<file path="config.mk">
export PLATFORM = sky130hd
export DESIGN_NAME = synth_voice_allocator_top
export DESIGN_NICKNAME = d
export VERILOG_FILES = /design/src/rtl/sva_pkg.sv /design/src/rtl/synth_voice_allocator_top.sv /design/src/rtl/sva_datapath.sv /design/src/rtl/sva_ctrl.sv
export SDC_FILE = /design/constraint.sdc
export NUM_CORES = 2
export LEC_CHECK = 0
export BUFFER_PORTS_ARGS = -buffer_cell sky130_fd_sc_hd__buf_2
export CAP_MARGIN = 20
export CORE_MARGIN = 8
export CORE_UTILIZATION = 35
export CTS_BUF_LIST = sky130_fd_sc_hd__clkbuf_4
export DETAILED_ROUTE_END_ITERATION = 8
export GPL_TIMING_DRIVEN = 0
export PLACE_DENSITY_LB_ADDON = 0.15
export REMOVE_ABC_BUFFERS = 1
export SLEW_MARGIN = 20
export SYNTH_ARGS = -nofsm -noshare
export SYNTH_HDL_FRONTEND = slang
export SYNTH_SLANG_ARGS = --single-unit
</file>
<file path="constraint.sdc">
create_clock -name clk_i -period 7.4 [get_ports clk_i]
set_input_delay 0 -clock clk_i [delete_from_list [all_inputs] [get_ports clk_i]]
set_output_delay 0 -clock clk_i [all_outputs]
set_load 0.02 [all_outputs]
</file>
<file path="src/rtl/sva_pkg.sv">
// Shared types, constants and codes of the synthesizer voice allocator.
package sva_pkg;

  localparam int NUM_VOICES  = 16;
  localparam int VIDX_W      = $clog2(NUM_VOICES);
  localparam int STACK_DEPTH = 128;
  localparam int SADDR_W     = $clog2(STACK_DEPTH);
  localparam int SCNT_W      = SADDR_W + 1;
  localparam int NOTE_W      = 7;
  localparam int NUM_NOTES   = 128;
  localparam int WALK_W      = NOTE_W + 1;
  localparam int AGE_W       = 32;
  localparam int LEVEL_W     = 16;
  localparam int CFG_IDX_W   = 2;
  localparam int CFG_DATA_W  = 5;

  localparam logic [NOTE_W-1:0] PEDAL_THRESHOLD = 7'd64;

  localparam logic [2:0] CMD_NOTE_ON  = 3'd0;
  localparam logic [2:0] CMD_NOTE_OFF = 3'd1;
  localparam logic [2:0] CMD_PEDAL    = 3'd2;
  localparam logic [2:0] CMD_ALL_OFF  = 3'd3;
  localparam logic [2:0] CMD_STATUS   = 3'd4;

  localparam logic [1:0] ACT_START   = 2'd0;
  localparam logic [1:0] ACT_RETUNE  = 2'd1;
  localparam logic [1:0] ACT_RELEASE = 2'd2;
  localparam logic [1:0] ACT_RESET   = 2'd3;

  localparam logic [1:0] MODE_POLY   = 2'd0;
  localparam logic [1:0] MODE_LEGATO = 2'd2;

  localparam logic [1:0] GLIDE_OFF    = 2'd0;
  localparam logic [1:0] GLIDE_ALWAYS = 2'd1;
  localparam logic [1:0] GLIDE_LEGATO = 2'd2;

  localparam logic [CFG_IDX_W-1:0] REG_VOICE_MODE = 2'd0;
  localparam logic [CFG_IDX_W-1:0] REG_POLYPHONY  = 2'd1;
  localparam logic [CFG_IDX_W-1:0] REG_GLIDE_MODE = 2'd2;

  typedef struct packed {
    logic [2:0]         command;
    logic [NOTE_W-1:0]  note;
    logic [6:0]         velocity;
    logic [3:0]         channel;
    logic [6:0]         pedal_value;
    logic               tail_off;
    logic [3:0]         voice_index;
    logic [LEVEL_W-1:0] voice_level;
    logic               voice_done;
  } in_item_t;

  typedef struct packed {
    logic [1:0]        action;
    logic [3:0]        target_voice;
    logic [NOTE_W-1:0] out_note;
    logic [6:0]        out_velocity;
    logic [3:0]        out_channel;
    logic              stolen;
    logic              glide;
    logic [NOTE_W-1:0] glide_from_note;
    logic              last;
  } out_item_t;

  typedef enum logic [2:0] {
    KIND_NONE, KIND_ON, KIND_OFF, KIND_PEDAL, KIND_ALL_OFF, KIND_STATUS
  } item_kind_e;

  typedef enum logic [4:0] {
    OP_NONE, OP_LOAD, OP_SUSTAIN, OP_PEDAL, OP_STATUS, OP_ALL_OFF, OP_OFF_MASK,
    OP_EMIT_MASK, OP_WALK, OP_SCAN_INIT, OP_SCAN, OP_BEGIN_POLY, OP_FIND_INIT,
    OP_FIND_RD, OP_FIND_CMP, OP_SHIFT_RD, OP_SHIFT_WR, OP_POP, OP_PUSH,
    OP_MONO_ON, OP_REL0, OP_TOP_RD, OP_RETUNE_TOP, OP_FLUSH
  } dp_op_e;

  typedef enum logic [3:0] {
    ST_IDLE, ST_DECODE, ST_SCAN, ST_BEGIN, ST_FIND_RD, ST_FIND_CMP, ST_SHIFT,
    ST_SHIFT_WR, ST_AFTER, ST_MONO_ON, ST_RETUNE, ST_WALK, ST_EMIT, ST_FINISH
  } ctrl_state_e;

  typedef struct packed {
    dp_op_e op;
  } dp_cmd_t;

  typedef struct packed {
    item_kind_e kind;
    logic       mono;
    logic       pedal_down;
    logic       pedal_up_req;
    logic       mask_empty;
    logic       emit_ok;
    logic       pend_valid;
    logic       out_free;
    logic       walk_done;
    logic       scan_last;
    logic       find_end;
    logic       find_match;
    logic       shift_end;
    logic       count_zero;
    logic       active0;
    logic       stack_full;
  } dp_status_t;

endpackage

</file>
<file path="src/rtl/synth_voice_allocator_top.sv">
// Top level of the synthesizer voice allocator: controller and datapath.
// A poly note on scans the voices up to the polyphony limit; mono keys search and shift
// the held-key stack. A pedal release walks all 128 notes, releasing sustained voices.
// One item is in progress at a time; each result leaves through a one-deep buffer and
// an output register. Reset clears voice, sustain and stack-count state at once, with
// no clearing pass; the stack memory and item and result registers are not reset.
module synth_voice_allocator_top
  import sva_pkg::*;
(
  input  logic                  clk_i,
  input  logic                  rst_ni,
  input  logic                  in_valid_i,
  output logic                  in_stall_o,
  input  in_item_t              in_item_i,
  output logic                  out_valid_o,
  input  logic                  out_stall_i,
  output out_item_t             out_item_o,
  input  logic                  cfg_valid_i,
  output logic                  cfg_ready_o,
  input  logic [CFG_IDX_W-1:0]  cfg_index_i,
  input  logic [CFG_DATA_W-1:0] cfg_data_i
);

  dp_cmd_t    cmd;
  dp_status_t status;

  assign cfg_ready_o = 1'b1;

  sva_ctrl u_ctrl (
    .clk_i      (clk_i),
    .rst_ni     (rst_ni),
    .in_valid_i (in_valid_i),
    .in_stall_o (in_stall_o),
    .status_i   (status),
    .cmd_o      (cmd)
  );

  sva_datapath u_datapath (
    .clk_i       (clk_i),
    .rst_ni      (rst_ni),
    .cmd_i       (cmd),
    .status_o    (status),
    .in_item_i   (in_item_i),
    .cfg_valid_i (cfg_valid_i),
    .cfg_index_i (cfg_index_i),
    .cfg_data_i  (cfg_data_i),
    .out_valid_o (out_valid_o),
    .out_stall_i (out_stall_i),
    .out_item_o  (out_item_o)
  );

endmodule

</file>
<file path="src/rtl/sva_datapath.sv">
// Voice state, held-key stack, sustain map and result buffering of the allocator.
module sva_datapath
  import sva_pkg::*;
(
  input  logic                  clk_i,
  input  logic                  rst_ni,
  input  dp_cmd_t               cmd_i,
  output dp_status_t            status_o,
  input  in_item_t              in_item_i,
  input  logic                  cfg_valid_i,
  input  logic [CFG_IDX_W-1:0]  cfg_index_i,
  input  logic [CFG_DATA_W-1:0] cfg_data_i,
  output logic                  out_valid_o,
  input  logic                  out_stall_i,
  output out_item_t             out_item_o
);

  in_item_t                  in_q;
  logic [1:0]                voice_mode_q;
  logic [CFG_DATA_W-1:0]     polyphony_q;
  logic [1:0]                glide_mode_q;
  logic [NUM_VOICES-1:0]     active_q;
  logic [NUM_VOICES-1:0]     rel_q;
  logic [NOTE_W-1:0]         note_q [NUM_VOICES];
  logic [3:0]                chan_q [NUM_VOICES];
  logic [AGE_W-1:0]          age_q  [NUM_VOICES];
  logic [LEVEL_W-1:0]        loud_q [NUM_VOICES];
  logic [NUM_NOTES-1:0]      sust_q;
  logic                      pedal_q;
  logic [SCNT_W-1:0]         held_cnt_q;
  logic [NOTE_W-1:0]         mem [STACK_DEPTH];
  logic [NOTE_W-1:0]         rdata_q;
  logic [SCNT_W-1:0]         k_q;
  logic [WALK_W-1:0]         walk_q;
  logic [VIDX_W-1:0]         scan_i_q;
  logic                      free_f_q;
  logic [VIDX_W-1:0]         free_i_q;
  logic                      rel_f_q;
  logic [VIDX_W-1:0]         rel_i_q;
  logic [LEVEL_W-1:0]        loud_best_q;
  logic [VIDX_W-1:0]         age_i_q;
  logic [AGE_W-1:0]          age_best_q;
  logic [NUM_VOICES-1:0]     mask_q;
  logic                      mask_reset_q;
  logic [AGE_W-1:0]          ctr_q;
  logic                      pend_valid_q;
  out_item_t                 pend_q;
  logic                      out_valid_q;
  out_item_t                 out_q;

  dp_op_e                    op;
  logic [CFG_DATA_W-1:0]     lim;
  logic [VIDX_W-1:0]         lim_m1;
  logic [VIDX_W-1:0]         low_v;
  logic [VIDX_W-1:0]         v_pick;
  logic [VIDX_W-1:0]         rd_v;
  logic [NOTE_W-1:0]         rd_note;
  logic [AGE_W-1:0]          rd_age;
  logic [LEVEL_W-1:0]        rd_loud;
  logic                      rd_act;
  logic                      rd_rel;
  logic [NUM_VOICES-1:0]     off_mask;
  logic [NUM_VOICES-1:0]     walk_mask;
  logic                      playing;
  logic                      gl_mono;
  logic                      emit_en;
  out_item_t                 res;
  out_item_t                 flush_item;
  logic                      upd_start;
  logic                      upd_retune;
  logic [NOTE_W-1:0]         retune_note;
  logic                      out_free;
  logic                      mem_we;
  logic                      mem_re;
  logic [SADDR_W-1:0]        mem_wa;
  logic [NOTE_W-1:0]         mem_wd;
  logic [SADDR_W-1:0]        mem_ra;
  item_kind_e                kind;

  function automatic logic [VIDX_W-1:0] lowest(input logic [NUM_VOICES-1:0] m);
    logic [VIDX_W-1:0] r;
    r = '0;
    for (int j = NUM_VOICES - 1; j >= 0; j--) begin
      if (m[j]) r = VIDX_W'(j);
    end
    return r;
  endfunction

  assign op = cmd_i.op;

  always_comb begin
    if (polyphony_q == '0) begin
      lim = CFG_DATA_W'(1);
    end else if (polyphony_q > CFG_DATA_W'(NUM_VOICES)) begin
      lim = CFG_DATA_W'(NUM_VOICES);
    end else begin
      lim = polyphony_q;
    end
  end
  assign lim_m1 = VIDX_W'(lim - CFG_DATA_W'(1));

  assign low_v  = lowest(mask_q);
  assign v_pick = free_f_q ? free_i_q : (rel_f_q ? rel_i_q : age_i_q);

  always_comb begin
    case (op)
      OP_SCAN:       rd_v = scan_i_q;
      OP_BEGIN_POLY: rd_v = v_pick;
      OP_EMIT_MASK:  rd_v = low_v;
      default:       rd_v = '0;
    endcase
  end
  assign rd_note = note_q[rd_v];
  assign rd_age  = age_q[rd_v];
  assign rd_loud = loud_q[rd_v];
  assign rd_act  = active_q[rd_v];
  assign rd_rel  = rel_q[rd_v];

  always_comb begin
    for (int j = 0; j < NUM_VOICES; j++) begin
      off_mask[j]  = active_q[j] && !rel_q[j] && (note_q[j] == in_q.note) &&
                     (chan_q[j] == in_q.channel);
      walk_mask[j] = active_q[j] && !rel_q[j] && (note_q[j] == walk_q[NOTE_W-1:0]);
    end
  end

  assign playing = active_q[0] && !rel_q[0];
  assign gl_mono = (glide_mode_q == GLIDE_ALWAYS) ||
                   ((glide_mode_q == GLIDE_LEGATO) && playing);

  always_comb begin
    emit_en     = 1'b0;
    res         = '0;
    upd_start   = 1'b0;
    upd_retune  = 1'b0;
    retune_note = in_q.note;
    case (op)
      OP_EMIT_MASK: begin
        emit_en          = 1'b1;
        res.action       = mask_reset_q ? ACT_RESET : ACT_RELEASE;
        res.target_voice = 4'(low_v);
      end
      OP_BEGIN_POLY: begin
        emit_en          = 1'b1;
        upd_start        = 1'b1;
        res.action       = ACT_START;
        res.target_voice = 4'(rd_v);
        res.out_note     = in_q.note;
        res.out_velocity = in_q.velocity;
        res.out_channel  = in_q.channel;
        res.stolen       = rd_act;
        res.glide        = (glide_mode_q == GLIDE_ALWAYS) && rd_act;
        res.glide_from_note = res.glide ? rd_note : '0;
      end
      OP_MONO_ON: begin
        emit_en          = 1'b1;
        res.target_voice = '0;
        res.out_note     = in_q.note;
        if ((voice_mode_q == MODE_LEGATO) && playing) begin
          upd_retune     = 1'b1;
          res.action     = ACT_RETUNE;
          res.glide      = gl_mono;
        end else begin
          upd_start        = 1'b1;
          res.action       = ACT_START;
          res.out_velocity = in_q.velocity;
          res.out_channel  = in_q.channel;
          res.stolen       = active_q[0];
          res.glide        = gl_mono && playing;
        end
        res.glide_from_note = res.glide ? rd_note : '0;
      end
      OP_RETUNE_TOP: begin
        emit_en             = 1'b1;
        upd_retune          = 1'b1;
        retune_note         = rdata_q;
        res.action          = ACT_RETUNE;
        res.target_voice    = '0;
        res.out_note        = rdata_q;
        res.glide           = glide_mode_q != GLIDE_OFF;
        res.glide_from_note = res.glide ? rd_note : '0;
      end
      default: begin
        emit_en = 1'b0;
      end
    endcase
  end

  always_comb begin
    mem_we = 1'b0;
    mem_re = 1'b0;
    mem_wa = k_q[SADDR_W-1:0];
    mem_wd = rdata_q;
    mem_ra = k_q[SADDR_W-1:0];
    case (op)
      OP_SHIFT_WR: mem_we = 1'b1;
      OP_PUSH: begin
        mem_we = 1'b1;
        mem_wa = held_cnt_q[SADDR_W-1:0];
        mem_wd = in_q.note;
      end
      OP_FIND_RD:  mem_re = 1'b1;
      OP_SHIFT_RD: begin
        mem_re = 1'b1;
        mem_ra = SADDR_W'(k_q + SCNT_W'(1));
      end
      OP_TOP_RD: begin
        mem_re = 1'b1;
        mem_ra = SADDR_W'(held_cnt_q - SCNT_W'(1));
      end
      default:     mem_we = 1'b0;
    endcase
  end

  always_ff @(posedge clk_i) begin
    if (mem_we) mem[mem_wa] <= mem_wd;
    if (mem_re) rdata_q <= mem[mem_ra];
  end

  always_ff @(posedge clk_i) begin
    if (op == OP_LOAD) in_q <= in_item_i;
  end

  always_ff @(posedge clk_i or negedge rst_ni) begin
    if (!rst_ni) begin
      voice_mode_q <= MODE_POLY;
      polyphony_q  <= CFG_DATA_W'(NUM_VOICES);
      glide_mode_q <= GLIDE_OFF;
    end else if (cfg_valid_i) begin
      case (cfg_index_i)
        REG_VOICE_MODE: voice_mode_q <= cfg_data_i[1:0];
        REG_POLYPHONY:  polyphony_q  <= cfg_data_i;
        REG_GLIDE_MODE: glide_mode_q <= cfg_data_i[1:0];
        default:        voice_mode_q <= voice_mode_q;
      endcase
    end
  end

  always_ff @(posedge clk_i or negedge rst_ni) begin
    if (!rst_ni) begin
      active_q     <= '0;
      rel_q        <= '0;
      for (int j = 0; j < NUM_VOICES; j++) begin
        note_q[j] <= '0;
        chan_q[j] <= '0;
        age_q[j]  <= '0;
        loud_q[j] <= '0;
      end
      sust_q       <= '0;
      pedal_q      <= 1'b0;
      held_cnt_q   <= '0;
      k_q          <= '0;
      walk_q       <= '0;
      scan_i_q     <= '0;
      free_f_q     <= 1'b0;
      free_i_q     <= '0;
      rel_f_q      <= 1'b0;
      rel_i_q      <= '0;
      loud_best_q  <= '0;
      age_i_q      <= '0;
      age_best_q   <= '0;
      mask_q       <= '0;
      mask_reset_q <= 1'b0;
      ctr_q        <= '0;
    end else begin
      if (upd_start) begin
        chan_q[rd_v]   <= in_q.channel;
        age_q[rd_v]    <= ctr_q + AGE_W'(1);
        ctr_q          <= ctr_q + AGE_W'(1);
        note_q[rd_v]   <= in_q.note;
        active_q[rd_v] <= 1'b1;
        rel_q[rd_v]    <= 1'b0;
      end
      if (upd_retune) note_q[0] <= retune_note;
      case (op)
        OP_SUSTAIN: sust_q[in_q.note] <= 1'b1;
        OP_PEDAL: begin
          pedal_q <= in_q.pedal_value >= PEDAL_THRESHOLD;
          walk_q  <= '0;
        end
        OP_STATUS: begin
          loud_q[in_q.voice_index] <= in_q.voice_level;
          if (in_q.voice_done) begin
            active_q[in_q.voice_index] <= 1'b0;
            rel_q[in_q.voice_index]    <= 1'b0;
          end
        end
        OP_ALL_OFF: begin
          mask_q       <= in_q.tail_off ? (active_q & ~rel_q) : active_q;
          mask_reset_q <= !in_q.tail_off;
          held_cnt_q   <= '0;
          sust_q       <= '0;
        end
        OP_OFF_MASK: begin
          mask_q       <= off_mask;
          mask_reset_q <= 1'b0;
        end
        OP_REL0: begin
          mask_q       <= NUM_VOICES'(playing);
          mask_reset_q <= 1'b0;
        end
        OP_EMIT_MASK: begin
          mask_q[low_v] <= 1'b0;
          if (mask_reset_q) begin
            active_q[low_v] <= 1'b0;
            rel_q[low_v]    <= 1'b0;
          end else begin
            rel_q[low_v] <= 1'b1;
          end
        end
        OP_WALK: begin
          mask_reset_q <= 1'b0;
          if (sust_q[walk_q[NOTE_W-1:0]]) begin
            sust_q[walk_q[NOTE_W-1:0]] <= 1'b0;
            mask_q <= walk_mask;
          end else begin
            mask_q <= '0;
          end
          walk_q <= walk_q + WALK_W'(1);
        end
        OP_SCAN_INIT: begin
          scan_i_q <= '0;
          free_f_q <= 1'b0;
          rel_f_q  <= 1'b0;
        end
        OP_SCAN: begin
          if (!rd_act && !free_f_q) begin
            free_f_q <= 1'b1;
            free_i_q <= scan_i_q;
          end
          if (rd_rel && (!rel_f_q || (rd_loud < loud_best_q))) begin
            rel_f_q     <= 1'b1;
            rel_i_q     <= scan_i_q;
            loud_best_q <= rd_loud;
          end
          if ((scan_i_q == '0) || (rd_age < age_best_q)) begin
            age_i_q    <= scan_i_q;
            age_best_q <= rd_age;
          end
          scan_i_q <= scan_i_q + VIDX_W'(1);
        end
        OP_FIND_INIT: k_q <= '0;
        OP_FIND_CMP:  k_q <= k_q + SCNT_W'(1);
        OP_SHIFT_WR:  k_q <= k_q + SCNT_W'(1);
        OP_POP:       held_cnt_q <= held_cnt_q - SCNT_W'(1);
        OP_PUSH:      held_cnt_q <= held_cnt_q + SCNT_W'(1);
        default:      walk_q <= walk_q;
      endcase
    end
  end

  assign out_free = !out_valid_q || !out_stall_i;

  always_ff @(posedge clk_i or negedge rst_ni) begin
    if (!rst_ni) begin
      pend_valid_q <= 1'b0;
      out_valid_q  <= 1'b0;
    end else begin
      if (out_valid_q && !out_stall_i) out_valid_q <= 1'b0;
      if (emit_en) begin
        pend_valid_q <= 1'b1;
        if (pend_valid_q) out_valid_q <= 1'b1;
      end
      if (op == OP_FLUSH) begin
        pend_valid_q <= 1'b0;
        out_valid_q  <= 1'b1;
      end
    end
  end

  always_comb begin
    flush_item      = pend_q;
    flush_item.last = 1'b1;
  end

  always_ff @(posedge clk_i) begin
    if (emit_en) begin
      pend_q <= res;
      if (pend_valid_q) out_q <= pend_q;
    end
    if (op == OP_FLUSH) begin
      out_q <= flush_item;
    end
  end

  assign out_valid_o = out_valid_q;
  assign out_item_o  = out_q;

  always_comb begin
    case (in_q.command)
      CMD_NOTE_ON:  kind = (in_q.velocity == '0) ? KIND_OFF : KIND_ON;
      CMD_NOTE_OFF: kind = KIND_OFF;
      CMD_PEDAL:    kind = KIND_PEDAL;
      CMD_ALL_OFF:  kind = KIND_ALL_OFF;
      CMD_STATUS:   kind = KIND_STATUS;
      default:      kind = KIND_NONE;
    endcase
  end

  assign status_o.kind         = kind;
  assign status_o.mono         = voice_mode_q != MODE_POLY;
  assign status_o.pedal_down   = pedal_q;
  assign status_o.pedal_up_req = in_q.pedal_value < PEDAL_THRESHOLD;
  assign status_o.mask_empty   = mask_q == '0;
  assign status_o.emit_ok      = !pend_valid_q || out_free;
  assign status_o.pend_valid   = pend_valid_q;
  assign status_o.out_free     = out_free;
  assign status_o.walk_done    = walk_q[WALK_W-1];
  assign status_o.scan_last    = scan_i_q == lim_m1;
  assign status_o.find_end     = k_q >= held_cnt_q;
  assign status_o.find_match   = rdata_q == in_q.note;
  assign status_o.shift_end    = k_q == (held_cnt_q - SCNT_W'(1));
  assign status_o.count_zero   = held_cnt_q == '0;
  assign status_o.active0      = active_q[0];
  assign status_o.stack_full   = held_cnt_q == SCNT_W'(STACK_DEPTH);

`ifndef SYNTH
  a_emit_no_loss: assert property (@(posedge clk_i) disable iff (!rst_ni)
    emit_en |-> (!pend_valid_q || out_free))
    else $error("result produced while the buffered result could not move on");
  a_flush_has_data: assert property (@(posedge clk_i) disable iff (!rst_ni)
    (op == OP_FLUSH) |-> (pend_valid_q && out_free))
    else $error("flush without a buffered result or a free output register");
  a_pick_in_limit: assert property (@(posedge clk_i) disable iff (!rst_ni)
    (op == OP_BEGIN_POLY) |-> ({1'b0, v_pick} < lim))
    else $error("poly allocation picked a voice beyond the polyphony limit");
  a_stack_bound: assert property (@(posedge clk_i) disable iff (!rst_ni)
    held_cnt_q <= SCNT_W'(STACK_DEPTH))
    else $error("held-key stack count beyond its depth");
`endif

endmodule

</file>
<file path="src/rtl/sva_ctrl.sv">
// Sequencing state machine of the voice allocator.
module sva_ctrl
  import sva_pkg::*;
(
  input  logic       clk_i,
  input  logic       rst_ni,
  input  logic       in_valid_i,
  output logic       in_stall_o,
  input  dp_status_t status_i,
  output dp_cmd_t    cmd_o
);

  ctrl_state_e state_q, state_d;
  logic        ret_walk_q, ret_walk_d;

  always_ff @(posedge clk_i or negedge rst_ni) begin
    if (!rst_ni) begin
      state_q    <= ST_IDLE;
      ret_walk_q <= 1'b0;
    end else begin
      state_q    <= state_d;
      ret_walk_q <= ret_walk_d;
    end
  end

  always_comb begin
    state_d    = state_q;
    ret_walk_d = ret_walk_q;
    unique case (state_q)
      ST_IDLE: if (in_valid_i) state_d = ST_DECODE;
      ST_DECODE: begin
        ret_walk_d = status_i.kind == KIND_PEDAL;
        case (status_i.kind)
          KIND_ON:      state_d = status_i.mono ? ST_FIND_RD : ST_SCAN;
          KIND_OFF: begin
            if (status_i.pedal_down) state_d = ST_FINISH;
            else if (status_i.mono)  state_d = ST_FIND_RD;
            else                     state_d = ST_EMIT;
          end
          KIND_PEDAL:   state_d = status_i.pedal_up_req ? ST_WALK : ST_FINISH;
          KIND_ALL_OFF: state_d = ST_EMIT;
          default:      state_d = ST_FINISH;
        endcase
      end
      ST_SCAN:     if (status_i.scan_last) state_d = ST_BEGIN;
      ST_BEGIN:    if (status_i.emit_ok) state_d = ST_FINISH;
      ST_FIND_RD:  state_d = status_i.find_end ? ST_AFTER : ST_FIND_CMP;
      ST_FIND_CMP: state_d = status_i.find_match ? ST_SHIFT : ST_FIND_RD;
      ST_SHIFT:    state_d = status_i.shift_end ? ST_AFTER : ST_SHIFT_WR;
      ST_SHIFT_WR: state_d = ST_SHIFT;
      ST_AFTER: begin
        if (status_i.kind == KIND_ON && status_i.stack_full) state_d = ST_SHIFT;
        else if (status_i.kind == KIND_ON)  state_d = ST_MONO_ON;
        else if (status_i.count_zero)  state_d = ST_EMIT;
        else if (status_i.active0)     state_d = ST_RETUNE;
        else                           state_d = ST_FINISH;
      end
      ST_MONO_ON:  if (status_i.emit_ok) state_d = ST_FINISH;
      ST_RETUNE:   if (status_i.emit_ok) state_d = ST_FINISH;
      ST_WALK:     state_d = status_i.walk_done ? ST_FINISH : ST_EMIT;
      ST_EMIT: begin
        if (status_i.mask_empty) state_d = ret_walk_q ? ST_WALK : ST_FINISH;
      end
      ST_FINISH: begin
        if (!status_i.pend_valid || status_i.out_free) state_d = ST_IDLE;
      end
      default: state_d = ST_IDLE;
    endcase
  end

  always_comb begin
    cmd_o.op   = OP_NONE;
    in_stall_o = state_q != ST_IDLE;
    unique case (state_q)
      ST_IDLE: if (in_valid_i) cmd_o.op = OP_LOAD;
      ST_DECODE: begin
        case (status_i.kind)
          KIND_ON: cmd_o.op = status_i.mono ? OP_FIND_INIT : OP_SCAN_INIT;
          KIND_OFF: begin
            if (status_i.pedal_down) cmd_o.op = OP_SUSTAIN;
            else if (status_i.mono)  cmd_o.op = OP_FIND_INIT;
            else                     cmd_o.op = OP_OFF_MASK;
          end
          KIND_PEDAL:   cmd_o.op = OP_PEDAL;
          KIND_ALL_OFF: cmd_o.op = OP_ALL_OFF;
          KIND_STATUS:  cmd_o.op = OP_STATUS;
          default:      cmd_o.op = OP_NONE;
        endcase
      end
      ST_SCAN:     cmd_o.op = OP_SCAN;
      ST_BEGIN:    if (status_i.emit_ok) cmd_o.op = OP_BEGIN_POLY;
      ST_FIND_RD:  if (!status_i.find_end) cmd_o.op = OP_FIND_RD;
      ST_FIND_CMP: if (!status_i.find_match) cmd_o.op = OP_FIND_CMP;
      ST_SHIFT:    cmd_o.op = status_i.shift_end ? OP_POP : OP_SHIFT_RD;
      ST_SHIFT_WR: cmd_o.op = OP_SHIFT_WR;
      ST_AFTER: begin
        if (status_i.kind == KIND_ON && status_i.stack_full) cmd_o.op = OP_FIND_INIT;
        else if (status_i.kind == KIND_ON)  cmd_o.op = OP_PUSH;
        else if (status_i.count_zero)  cmd_o.op = OP_REL0;
        else if (status_i.active0)     cmd_o.op = OP_TOP_RD;
        else                           cmd_o.op = OP_NONE;
      end
      ST_MONO_ON:  if (status_i.emit_ok) cmd_o.op = OP_MONO_ON;
      ST_RETUNE:   if (status_i.emit_ok) cmd_o.op = OP_RETUNE_TOP;
      ST_WALK:     if (!status_i.walk_done) cmd_o.op = OP_WALK;
      ST_EMIT: begin
        if (!status_i.mask_empty && status_i.emit_ok) cmd_o.op = OP_EMIT_MASK;
      end
      ST_FINISH: begin
        if (status_i.pend_valid && status_i.out_free) cmd_o.op = OP_FLUSH;
      end
      default: cmd_o.op = OP_NONE;
    endcase
  end

`ifndef SYNTH
  a_stall_when_busy: assert property (@(posedge clk_i) disable iff (!rst_ni)
    (state_q != ST_IDLE) |-> in_stall_o)
    else $error("input taken while an item is still in progress");
  a_load_only_idle: assert property (@(posedge clk_i) disable iff (!rst_ni)
    (cmd_o.op == OP_LOAD) |=> (state_q == ST_DECODE))
    else $error("item latched without moving to decode");
  a_walk_returns: assert property (@(posedge clk_i) disable iff (!rst_ni)
    (state_q == ST_WALK && !status_i.walk_done) |=> (state_q == ST_EMIT))
    else $error("sustain walk did not pass through release emission");
`endif

endmodule
</file>
# --- After elaboration in Yosys (flattened, before gate mapping) ---
# Memory sizes are Yosys's and may differ from the RTL's. A register that Yosys moved wholly into a read port is not among the register bits.
# Cells that the tools add are included.
word_totals:
  word_cells: 578
  ramBits: 896
  inputBits: 62
  output_inout_bits: 37
  memories: 1
  regBits: 1377
op_classes:
  add_sub_neg: 7
  n_reduce_logical: 150
  n_eq_ne: 110
  n_bitwise: 18
  mux: 157
  magnitude_cmp: 20
mem_list:
  columns: ["name", "words", "word_bits", "rd", "rd_ports_with_merged_regs", "write_ports", "line_no", "rtl"]
  rows:
  - ["u_datapath.mem", 128, 7, 1, 1, 1, "sva_datapath.sv:31", "logic [NOTE_W-1:0] mem [STACK_DEPTH];"]
ops:
  columns: ["op", "count"]
  rows:
  - ["512-bit bitwise mux", 1]
  - ["128-bit case mux with 3 select lines", 1]
  - ["256-bit bitwise mux", 1]
  - ["7-bit == test", 33]
  - ["16-bit two-way mux", 11]
  - ["4-bit two-way mux", 38]
  - ["128-bit AND", 1]
  - ["32-bit binary-select mux with 4-bit select", 1]
  - ["32-bit demux with 4-bit select", 1]
  - ["128-bit two-way mux", 1]
  - ["128-bit NOT", 1]
  - ["128-bit bitwise OR", 1]
  - ["16-bit AND", 7]
  - ["112-bit bitwise mux", 1]
  - ["112-bit two-way mux", 1]
  - ["34-bit two-way mux", 3]
  - ["32-bit two-way mux", 3]
  - ["1-bit logical AND", 81]
  - ["16-bit case mux with 5 select lines", 1]
  - ["7-bit two-way mux", 10]
  - ["5-bit case mux with 14 select lines", 1]
  - ["4-bit == test", 17]
  - ["16-bit binary-select mux with 4-bit select", 1]
  - ["64-bit bitwise mux", 1]
  - ["82 further kinds", 244]

# --- Depth between registers and ports, before layout ---
depth:
  word_depth: 27
  depth_mapped: 29
  mapped_depth_nobuf: 24

# --- Cells and area by module ---
# From an unflattened synthesis, not the netlist that was laid out.
hier_totals:
  cells_unflattened: 9611
  area_unflattened_um2: 104660.4
modules_own_cells:
  columns: ["mod", "instances", "area_per_inst_um2", "seq_area_each_um2", "cells_per_inst"]
  rows:
  - ["sva_datapath", 1, 103676.9, 61845.6, 9472]
  - ["sva_ctrl", 1, 972.2, 125.1, 137]
  - ["synth_voice_allocator_top", 1, 11.3, 0.0, 2]

# --- Worst setup path after synthesis ---
# No wires, ideal clock.
synth_path:
  path_type: "reg2reg"
  startpoint: "reg u_datapath.mask_q[8]"
  endpoint: "reg u_datapath.age_best_q[10]"
  n_path_buf: 6
  setup_time_ns: 0.138
  stages_incl_launch_ff: 28
  setup_slack_ns: 1.261
  required_ns: 7.262
  period_less_slack_ns: 6.139
  arrival_ns: 6.001
  path_cell_list: "dfrtp_1 -> or4_1 -> or2_1 -> o21ai_4 -> inv_2 -> a31oi_4 -> buf_4 -> buf_2 -> buf_2 -> buf_1 -> buf_1 -> nand3_1 -> a311oi_1 -> a31oi_1 -> ha_1 -> a21o_1 -> a21o_1 -> a21o_1 -> a21o_1 -> a21oi_1 -> nor2b_1 -> o21ai_0 -> nand2_1 -> a2111oi_0 -> a21oi_2 -> nor2_1 -> buf_2 -> o22ai_1"
synth_via:
  elab_chain_cells: 17
  word_cells_on_any_way: 25
  classes_between: "order compare: 1; eq/ne: 3; mux: 15; bitwise: 1; reduce/logical: 5"
synth_lines:
  columns: ["element", "line_no", "rtl"]
  rows:
  - ["start, declared", "sva_datapath.sv:43", "logic [NUM_VOICES-1:0] mask_q;"]
  - ["start signal, assigned", "sva_datapath.sv:289", "mask_q <= in_q.tail_off ? (active_q & ~rel_q) : active_q;"]
  - ["start signal, assigned", "sva_datapath.sv:295", "mask_q <= off_mask;"]
  - ["start signal, assigned", "sva_datapath.sv:299", "mask_q <= NUM_VOICES'(playing);"]
  - ["branches (longest 9 deep; another with 16-bit logical NOT)", null, null]
  - ["4-bit case mux with 3 select lines (*)", "sva_datapath.sv:106", "case (op)"]
  - ["4-bit NOT with 5-bit output (implied by the code) (*)", "sva_datapath.sv:114", "assign rd_age = age_q[rd_v];"]
  - ["32-bit binary-select mux with 4-bit select (*)", "sva_datapath.sv:114", null]
  - ["32-bit two-way mux (implied by the code) (*) (2 in a row)", "sva_datapath.sv:114", null]
  - ["via u_datapath.rd_age[9]", "sva_datapath.sv:58", "logic [AGE_W-1:0] rd_age;"]
  - ["32-bit less-than comparator (*)", "sva_datapath.sv:336", "if ((scan_i_q == '0) || (rd_age < age_best_q)) begin"]
  - ["1-bit logical OR (*)", "sva_datapath.sv:336", null]
  - ["2-bit AND reduction (no line) (*)", null, null]
  - ["end signal, assigned", "sva_datapath.sv:338", "age_best_q <= rd_age;"]
  - ["end, declared", "sva_datapath.sv:42", "logic [AGE_W-1:0] age_best_q;"]
# Mark *: on every way through the listed nets, which the timed path passes. The select of a mux whose other input is x is not followed.
# A chain may end at the register's enable or synchronous reset.

# --- Worst setup path after layout ---
layout_path:
  startpoint: "reg u_datapath.mask_q[8]"
  endpoint: "reg u_datapath.rel_i_q[2]"
layout_via:
  elab_chain_cells: 18
  word_cells_on_any_way: 28
  classes_between: "order compare: 1; eq/ne: 3; mux: 17; bitwise: 1; reduce/logical: 6"
layout_lines:
  columns: ["element", "line_no", "rtl"]
  rows:
  - ["branches (longest 9 deep; another with 16-bit logical NOT)", null, null]
  - ["4-bit case mux with 3 select lines (*)", "sva_datapath.sv:106", null]
  - ["4-bit NOT with 5-bit output (implied by the code) (*)", "sva_datapath.sv:115", "assign rd_loud = loud_q[rd_v];"]
  - ["16-bit binary-select mux with 4-bit select (*)", "sva_datapath.sv:115", null]
  - ["16-bit two-way mux (implied by the code) (*) (2 in a row)", "sva_datapath.sv:115", null]
  - ["via u_datapath.rd_loud[11]", "sva_datapath.sv:59", "logic [LEVEL_W-1:0] rd_loud;"]
  - ["16-bit less-than comparator (*)", "sva_datapath.sv:331", "if (rd_rel && (!rel_f_q || (rd_loud < loud_best_q))) begin"]
  - ["1-bit logical OR (*)", "sva_datapath.sv:331", null]
  - ["1-bit logical AND (*)", "sva_datapath.sv:331", null]
  - ["2-bit AND reduction (no line) (*)", null, null]
  - ["end signal, assigned", "sva_datapath.sv:333", "rel_i_q <= scan_i_q;"]
  - ["end, declared", "sva_datapath.sv:39", "logic [VIDX_W-1:0] rel_i_q;"]
# Marks and branches as above.

==> results.toml <==
[run_status]
status = "complete, no violations"

[final_layout]
final_cell_mix = "nand2_1, dfrtp_1, edfxtp_1"
drive_gt1_share_pct = 18.66
layout_commonest_cell = "nand2_1"
fin_cells = 14870
nNetsFinal = 10540
area_delta_synth_final_pct = 18.24

[global_routing]
grt_usage_pct = 21.16
grt_first_pass_wirelength_um = 519200
grt_pass1_vias = 80570
grt.overflow.total = 0
grt_antenna_before_repair = 16
grt_max_degree = 128

[logic_synthesis]
synth_edf_count = 1013
synth-seq-area-share_pct = 59.20
syn_area_um2 = 104700
async_reset_ff_share_pct = 55.41
syn_area_per_cell_um2 = 10.49
ys.flop_type = "dfrtp_1"
synth-seq-cells = 2274
yosysUniqueCellTypes = 106
synthCells = 9981
synth-warning-count = 0

[timing]
finalClockSkew_ns = 0.1266
slew_viol_final = 0
min_period_ns = 7.052
post-route-period-util_pct = 95.30
relSlewSlack_pct = 16.36
holdWs_ns = 0.2252
hold_viol = 0
worst_pin_slew_ns = 1.255
setup_viol = 0
grt_setup_unrepaired = "no"
timing.fmax_ghz = 0.1418

[power]
p_total_w = 0.04706
max-vdd-ir-drop_v = 0.0002807
power.leakage_nw = 49.98
p_per_area_nw_per_um2 = 380.2

[cts]
cts_tree = "built"
clockRootBuffer = "clkbuf_4"
cts-buffers-inserted = 638
clock_sinks = 2274
h-tree-depth = 6
cts_buffer_depth = 4
clk_pin_slew_ns = 0.07
clkLatencyLatePin_ns = 1.53

[floorplan]
dieArea_um2 = 316800
core-area_um2 = 298800
die_h_um = 562.9
initial_core_util_pct = 35.04
num_rows = 201
ioPinCount = 99
chipWidth_um = 562.9

[route]
drt-total-wl_um = 345800
drc = 0
viasPerCell = 5.400
dr.pass1.iters = 6
initialDrtViolationCount = 6828
wl_per_cell_um = 23.26
ant_nets = 0
dr_total_vias = 80280

[critical_path]
rrSetupSlack_ns = 0.35
reg2reg_from = "u_datapath.mask_q[8]"
worstPathMaxFanout = 27
critical_path_class = "flip-flop to flip-flop"
cp-end-kind = "flip-flop"
cp.required_ns = 8.73
r2r_end = "u_datapath.rel_i_q[2]"
worst-r2r-cell-count = 27
cp_data_arrival_time_ns = 8.39
worstSetupStartpointType = "flip-flop"

[place]
io_buffers = 91
dp_hpwl_um = 222800
dp.cells = 13560
place.gp.congestion = 0.8431

[hold_path]
hp-class = "primary input to asynchronous set/reset pin"

[flow_run]
maxCapViolations = 0
## per-layer routing
| metal | routed length (um) | up-vias | track usage, % |
|---|---|---|---|
| met5 | 14 | - | 0 |
| met4 | 14350 | 2 | 8.719 |
| met3 | 18800 | 713 | 3.321 |
| met2 | 167500 | 2681 | 35.62 |
| met1 | 145100 | 40110 | 27.22 |
| li1 | - | 36780 | - |
## final cells by class
type / instances / area [um2]
Sequential cell: 2274 / 61990
Clock buffer: 947 / 7109
Clock inverter: 163 / 1125
Inverter: 112 / 422.9
Tap cell: 3958 / 4952
Antenna cell: 18 / 45.04
Fill cell: 28600 / 175000
Timing Repair Buffer: 586 / 8180
Multi-Input combinational cell: 6808 / 39950
## what timing repair did
action	CTS	global route
pin swaps	4	2
endpoints found under the setup margin	55	56
cloned	1	0
setup buffers	4	3
hold buffers	170	0
resized for setup	4	9
endpoints found under the hold margin	1277	0
## critical path, stage by stage (launching register included)
cell and delay (ns):
dfrtp_1 0.43, or4_1 0.57, or2_1 0.38, o21ai_4 0.28
buf_12 0.17, a211oi_1 0.10, nor2_4 0.67, buf_16 0.25
buf_16 0.19, buf_16 0.17, buf_16 0.18, buf_12 0.20
and3_1 0.18, a311oi_1 0.06, a311oi_1 0.41, a31oi_1 0.15
ha_1 0.32, nor2b_1 0.13, o21ai_0 0.14, nand2b_1 0.08
a21oi_1 0.15, nor2b_1 0.05, o21ai_0 0.16, o311ai_0 0.25
a221o_1 0.42, nor2_4 0.17, buf_4 0.18, mux2_2 0.34
## cell usage after synthesis, types with 19 or more instances
master    number  area [um2]
clkbuf_1     559        2098
xor2_1       224        1962
nor4_1        69       431.7
mux2_2       401        4516
o211ai_1      50       375.4
and3_1       145       907.1
nor3_1        62       310.3
mux2i_1       83       830.8
mux2_1        34       382.9
a31oi_1      166        1039
nand4_1       91       569.3
inv_1        109       409.1
a21oi_1      506        2532
edfxtp_1    1013       30420
and2_1        19       118.9
nor2b_1       94       588.1
nand2_1     2280        8558
nand3_1      608        3043
xnor2_1      153        1340
a211oi_1      98       735.7
dfrtp_1     1259       31510
ha_1          62       775.7
or2_2         21       131.4
a311oi_1     153        1340
buf_2        129       645.6
nand2b_1      30       187.7
buf_1         81       304.0
o21ai_0      647        3238
o22ai_1       47       294.0
a22oi_1       62       465.5
a32oi_1       59       516.8
nor2_1       370        1389
## metrics by stage
step                util [%]  TNS [ns]  setup slack [ns]  cell area (um2)
finish                 41.43         0            0.3482           123800
global route           41.42         0           0.03893           123800
CTS                    41.35         0           0.02916           123500
detailed placement     37.98    -36.37           -0.9570           113500
global placement       35.78         -            -44.80           106900
floorplan                  -  -4922.51            -10.37           101500
## report_power, final
part	total [W]	internal [W]	switching (W)	leakage, nW
Combinational	0.0182	0.00633	0.0119	18.7
Clock	0.0118	0.00626	0.00558	4.87
Sequential	0.0170	0.0156	0.00133	26.4
Total	0.0471	0.0282	0.0188	50.0
## state kept, by name (all words and copies together) (netlist names), 16 cells and up
| name | flops |
|---|---|
| u_datapath.mem | 896 |
| u_datapath.loud_q | 256 |
| u_datapath.mask_q | 16 |
| u_datapath.chan_q | 64 |
| u_datapath.flush_item | 33 |
| u_datapath.in_q | 44 |
| u_datapath.sust_q | 128 |
| u_datapath.rel_q | 16 |
| u_datapath.active_q | 16 |
| u_datapath.loud_best_q | 16 |
| u_datapath.note_q | 112 |
| u_datapath.ctr_q | 32 |
| u_datapath.age_best_q | 32 |
| u_datapath.age_q | 512 |
| u_datapath.out_item_o | 34 |
## cells by family (layout without fill, tap and decap cells)
family / count (synthesis) / after routing / share of synthesized area [%]
compound gates: 1958 / 1959 / 11.51
xor+xnor: 379 / 379 / 3.199
fa+ha+maj: 62 / 62 / 0.7411
buf+inv: 900 / 1808 / 3.458
flops: 2274 / 2274 / 59.20
mux: 520 / 520 / 5.516
other cells: 1 / 19 / 0.003582
simple gates: 3887 / 3887 / 16.38
## worst max-delay path by stage
stage,start,end,slack [ns],depth (start not counted)
CTS,u_datapath.mask_q[4],u_datapath.age_i_q[1],0.03,28
finish,u_datapath.mask_q[8],u_datapath.rel_i_q[2],0.35,27
detailed placement,u_datapath.mask_q[5],u_datapath.age_best_q[21],-0.96,27
global placement,u_ctrl.state_q[1],u_datapath.chan_q[22],-44.80,8
global route,u_datapath.mask_q[8],u_datapath.age_i_q[0],0.04,29
floorplan,u_datapath.mask_q[8],u_datapath.rel_q[2],-10.37,8
Power figures use the tool's default switching activity.
